<file path="config.mk">
export PLATFORM = sky130hd
export DESIGN_NAME = sti_divider
export DESIGN_NICKNAME = d
export VERILOG_FILES = /design/src/sti_pkg.sv /design/src/sti_divider.sv
export SDC_FILE = /design/constraint.sdc
export NUM_CORES = 2
export LEC_CHECK = 0
export BUFFER_PORTS_ARGS = -buffer_cell sky130_fd_sc_hd__clkbuf_2
export CORE_UTILIZATION = 63
export CTS_CLUSTER_SIZE = 8
export DETAILED_ROUTE_END_ITERATION = 7
export HOLD_SLACK_MARGIN = 0.03
export PLACE_DENSITY = 0.8
export SYNTH_ARGS = -nofsm -noshare
export SYNTH_HDL_FRONTEND = slang
export SYNTH_SLANG_ARGS = --single-unit
</file>
<file path="constraint.sdc">
create_clock -name clock -period 4.3 [get_ports clock]
set_input_delay 0.215 -clock clock [delete_from_list [all_inputs] [get_ports clock]]
set_output_delay 0.215 -clock clock [all_outputs]
set_load 0.01 [all_outputs]
</file>
<file path="src/sti_pkg.sv">
// ----------------------------------------------------------------------------
// Signed table interpolation package
// Shared widths, codes and types for the interpolation pipeline.
// ----------------------------------------------------------------------------
package sti_pkg;

   localparam int unsigned MAX_POINTS_DEF = 16;
   localparam int unsigned COORD_W        = 16;
   localparam int unsigned COUNT_W        = 5;
   localparam int unsigned INDEX_W        = 4;
   localparam int unsigned FRAC_SHIFT     = 4;
   localparam int unsigned DIFF_W         = COORD_W + 1;
   localparam int unsigned PROD_W         = 2 * DIFF_W;
   localparam int unsigned MAG_W          = 2 * COORD_W;
   localparam int unsigned NUM_W          = MAG_W + FRAC_SHIFT;
   localparam int unsigned QUOT_W         = COORD_W + FRAC_SHIFT + 2;
   localparam int unsigned DIV_W          = QUOT_W + COORD_W;
   localparam int unsigned ACC_W          = QUOT_W + 2;
   localparam int unsigned REQ_DATA_W     = 56;
   localparam int unsigned RSP_DATA_W     = 16;

   typedef enum logic {
      ACT_WRITE = 1'b0,
      ACT_QUERY = 1'b1
   } action_type;

   // Values that ride alongside the division.
   typedef struct packed {
      logic                      neg;
      logic                      den_zero;
      logic signed [COORD_W-1:0] y0;
   } div_side_type;

endpackage

</file>
<file path="src/sti_divider.sv">
// ----------------------------------------------------------------------------
// Pipelined restoring divider
// One quotient bit per stage, magnitude operands, side data carried along.
// ----------------------------------------------------------------------------
module sti_divider
   import sti_pkg::*;
(
   input  logic               clock,
   input  logic               reset,
   input  logic               advance,
   input  logic               in_valid,
   input  logic [NUM_W-1:0]   in_num,
   input  logic [COORD_W-1:0] in_den,
   input  div_side_type       in_side,
   output logic               out_valid,
   output logic [QUOT_W-1:0]  out_quot,
   output div_side_type       out_side
);

   logic [QUOT_W-1:0]  valid_ff;
   logic [DIV_W-1:0]   rem_ff  [QUOT_W];
   logic [COORD_W-1:0] den_ff  [QUOT_W];
   logic [QUOT_W-1:0]  quot_ff [QUOT_W];
   div_side_type       side_ff [QUOT_W];

   for (genvar k = 0; k < QUOT_W; k++) begin : g_stage
      logic               v_in;
      logic [DIV_W-1:0]   r_in;
      logic [COORD_W-1:0] d_in;
      logic [QUOT_W-1:0]  q_in;
      div_side_type       s_in;
      logic [DIV_W-1:0]   shifted;
      logic               take;

      if (k == 0) begin : g_first
         assign v_in = in_valid;
         assign r_in = DIV_W'(in_num);
         assign d_in = in_den;
         assign q_in = '0;
         assign s_in = in_side;
      end else begin : g_next
         assign v_in = valid_ff[k-1];
         assign r_in = rem_ff[k-1];
         assign d_in = den_ff[k-1];
         assign q_in = quot_ff[k-1];
         assign s_in = side_ff[k-1];
      end

      assign shifted = DIV_W'(d_in) << (QUOT_W - 1 - k);
      assign take    = (r_in >= shifted);

      always_ff @(posedge clock) begin
         if (reset) begin
            valid_ff[k] <= 1'b0;
         end else if (advance) begin
            valid_ff[k] <= v_in;
         end
         if (advance) begin
            rem_ff[k]  <= take ? (r_in - shifted) : r_in;
            den_ff[k]  <= d_in;
            quot_ff[k] <= q_in | (QUOT_W'(take) << (QUOT_W - 1 - k));
            side_ff[k] <= s_in;
         end
      end
   end

   assign out_valid = valid_ff[QUOT_W-1];
   assign out_quot  = quot_ff[QUOT_W-1];
   assign out_side  = side_ff[QUOT_W-1];

endmodule

</file>
==> results.txt <==
----------------------------------------------------
[Status]
  Result of the run ... complete, no violations

[Yosys]
  Number of enable flip-flop cells after synthesis ... 1783
  Proportion of netlist area held by the largest area contributor ... 66.8%
  Biggest area consumer among synthesized cells ... edfxtp_1
  Synth cell types ... 91
  Sequential fraction of the synthesis area ... 67.4%
  Async SR Flop Fraction ... 0%
  Most used flip-flop cell after synthesis ... edfxtp_1
  Net count after synthesis ... between 6000 and 7000
  Synth top cells by count ... edfxtp_1, inv_1, nand2_1, ha_1, nor2_1
  Syn avg cell area ... around 14 um^2
  Cells taking the most area after synthesis ... edfxtp_1, ha_1, xor2_1
  Synth Register Bits ... between 1500 and 2000
  Synth Instances ... 5873
  Most numerous cell in the Yosys netlist ... edfxtp_1
  Area of the mapped netlist ... between 80000 and 90000 um^2
  Number of warnings issued by yosys ... 0

[Global route]
  Total gr overflow ... 0
  Wire length of the first global-routing pass ... 259000 um
  Pin count of the biggest net entering global routing ... 142
  Global Route Usage Sum ... 26.1%
  Vias in the first global route ... 51500
  Antenna violations before repair ... 6

[Detailed routing]
  Detailed-route wire length per cell ... 20.7 um
  Detail-routed via count per cell ... 6.03
  Number of detailed-routing iterations run before antenna repair ... 6
  Antenna-violating nets left ... 0
  Drt drc ... 0
  Violation count after the first detailed-route iteration ... about 3700
  Total routed wirelength ... 167000 um
  Vias ... 48700

[Clock network]
  CTS H-tree depth ... 5
  Worst-path clk slew ... 0.05 ns
  Total CTS buffers ... 275
  Master cell of the clock root buffer ... clkbuf_16
  Insertion delay of the later-clocked pin in the worst-skew pair ... roughly 0.90 ns
  Clock Sinks ... 1805
  TritonCTS clock tree ... yes
  Largest buffer count on any clock path ... 4
  Post-CTS Setup Repair Bufs ... 0

[Setup path]
  End of the worst register-to-register path ... rem_ff[0][61]
  Sort of element at the start of the critical path ... flip-flop
  Length in cells of the worst reg-to-reg path ... 11
  Maximum fanout encountered on the critical timing path ... 23
  R2R Path Start ... den_ff[0][3]
  Start-to-end type of the worst setup path ... reg2reg
  Worst EP arrival ... 4.64 ns
  Required time of the critical path ... 4.93 ns
  Endpoint of the worst setup timing path ... rem_ff[0][61]
  Register-to-register setup slack ... 0.29 ns
  Critical Path Sink Type ... flip-flop
  Crit path launch ... den_ff[0][3]

[Placed design]
  Worst-case setup slack after placement ... 0.367 ns
  Placed Area ... 83400 um^2
  Routability Congestion ... 0.959
  Port Buffer Count ... approximately 110
  Final HPWL DP ... 109000 um

[Timing]
  Number of endpoints failing setup at the final stage ... 0
  Summed negative setup slack over all endpoints ... 0 ns
  Final period util ... 93.2%
  Maximum clock frequency ... 0.250 GHz
  Fin crit period ... between 4 and 5 ns
  Actual slew at the worst max-slew pin ... 1.19 ns
  Clock Skew ... roughly 0.062 ns
  Unrepaired setup endpoints after global routing ... false
  Max-slew violation total from the final report ... 0
  Fin. Hold Viols ... 0
  Final WS setup ... 0.292 ns
  Worst slew margin relative to its limit ... between 10% and 20%

[Finish]
  Area delta synth->final ... 14.6%
  Fraction of layout instances using a drive strength above 1 ... under 10%
  Count of nets after finishing ... 6830
  Total non-filler cell area in the finished layout ... 91800 um^2

[Worst hold path]
  Class of the most critical hold timing path ... in2reg

[Pwr]
  Leakage power of the design ... 34.4 nW
  Worst VDD drop ... a little over 0.5 mV
  Power density relative to cell area ... a little over 600 nW/um^2

[Floorplan]
  Area of the core ... 126000 um^2
  Std cell rows ... between 100 and 150
  Die X ... 359 um
  Ports placed on the boundary ... approximately 120
  Initial Util ... 63.7%
  Die boundary height ... 359 um
  Die Footprint ... 129000 um^2

[Flow run]
  Number of violations of the max-capacitance limit ... 0

----------------------------------------------------
registers in the layout, summed over array words and instances (netlist names):
register	cells
den_ff	336
out_valid	1
g_stage.v_in	21
side_ff	396
rem_ff	798
quot_ff	253
per-layer routing:
| metal | up-vias | routed length (um) | GRT usage [%] |
|---|---|---|---|
| met1 | 23300 | 54100 | 23.3 |
| li1 | 22800 | - | - |
| met3 | 719 | 7840 | 4.85 |
| met4 | 2 | 13800 | 21.1 |
| met5 | - | 19 | 0 |
| met2 | 1847 | 91600 | 50.2 |
worst min-delay path by stage:
stage,start,end,slack [ns],cells after the start
6_report,in_side[7],side_ff[0][7],0.09,2
5_1_grt,in_num[4],rem_ff[0][4],0.05,2
4_1_cts,in_num[4],rem_ff[0][4],0.03,2
3_5_place_dp,in_side[5],side_ff[0][5],0.39,1
3_3_place_gp,in_side[5],side_ff[0][5],0.39,1
2_1_floorplan,reset,g_stage[17].v_in,0.29,1
metrics by stage:
step | util, % | cells | power (mW) | hold slack (ns)
6_report | 72.9 | 8070 | 56.6 | 0.0922
5_1_grt | 72.9 | 8069 | 59.2 | 0.0516
4_1_cts | 72.9 | 8066 | 56.6 | 0.0304
3_5_place_dp | 66.3 | 7640 | 37.9 | 0.394
3_3_place_gp | 66.3 | 7640 | 37.3 | 0.392
2_1_floorplan | - | 5873 | 34.1 | 0.287
timing repair:
| action | CTS | global route |
|---|---|---|
| hold buffers | 117 | 0 |
| resized for setup | 0 | 0 |
| endpoints found under the hold margin | 153 | 0 |
layout by cell type, fill, tap and decap left out, drive strengths merged, types with 80 or more instances in the layout:
| cell | Yosys | final |
|---|---|---|
| edfxtp | 1783 | 1783 |
| inv | 446 | 448 |
| clkbuf | 76 | 417 |
| nand2 | 415 | 415 |
| ha | 351 | 351 |
| nor2 | 346 | 346 |
| o21ai | 336 | 336 |
| a21oi | 310 | 310 |
| xor2 | 236 | 236 |
| xnor2 | 220 | 220 |
| nor3 | 142 | 142 |
| dlygate4sd3 | 0 | 117 |
| nor4 | 106 | 106 |
| buf | 21 | 101 |
| a21o | 99 | 99 |
| nand2b | 89 | 89 |
| nand3 | 80 | 80 |
layout make-up:
cell class	instances	area (um^2)
sequential	1805	54000
fill	7559	34100
multi-input combinational	3525	24200
clock buffer	304	7160
timing repair buffer	331	2710
tap	1650	2060
inverter	446	1670
clock inverter	5	53.8
antenna	4	10.0
report_power, final:
group	internal, mW	leakage, nW	switching [mW]
clock network	11.5	3.54	6.90
logic	5.72	13.5	7.73
registers	23.0	17.4	1.76
kinds of logic after synthesis:
group	count (synthesis)	share of synthesized area, %
mux	82	1.12
xor+xnor	456	4.98
fa+ha+maj	372	6.00
simple gates	1538	9.65
compound gates	1077	8.30
flops	1805	67.4
buf+inv	543	2.58
worst max-delay path, stage by stage (launching register included):
cell	delay [ns]
edfxtp_1	0.38
inv_1	0.07
ha_1	0.36
o21ai_0	0.39
a21oi_1	0.17
o31a_1	0.32
o221ai_1	0.31
o21ai_0	0.34
a21o_1	0.29
a211oi_2	0.57
buf_4	0.37
o21ai_0	0.16
(Power assumes the default switching activity.)
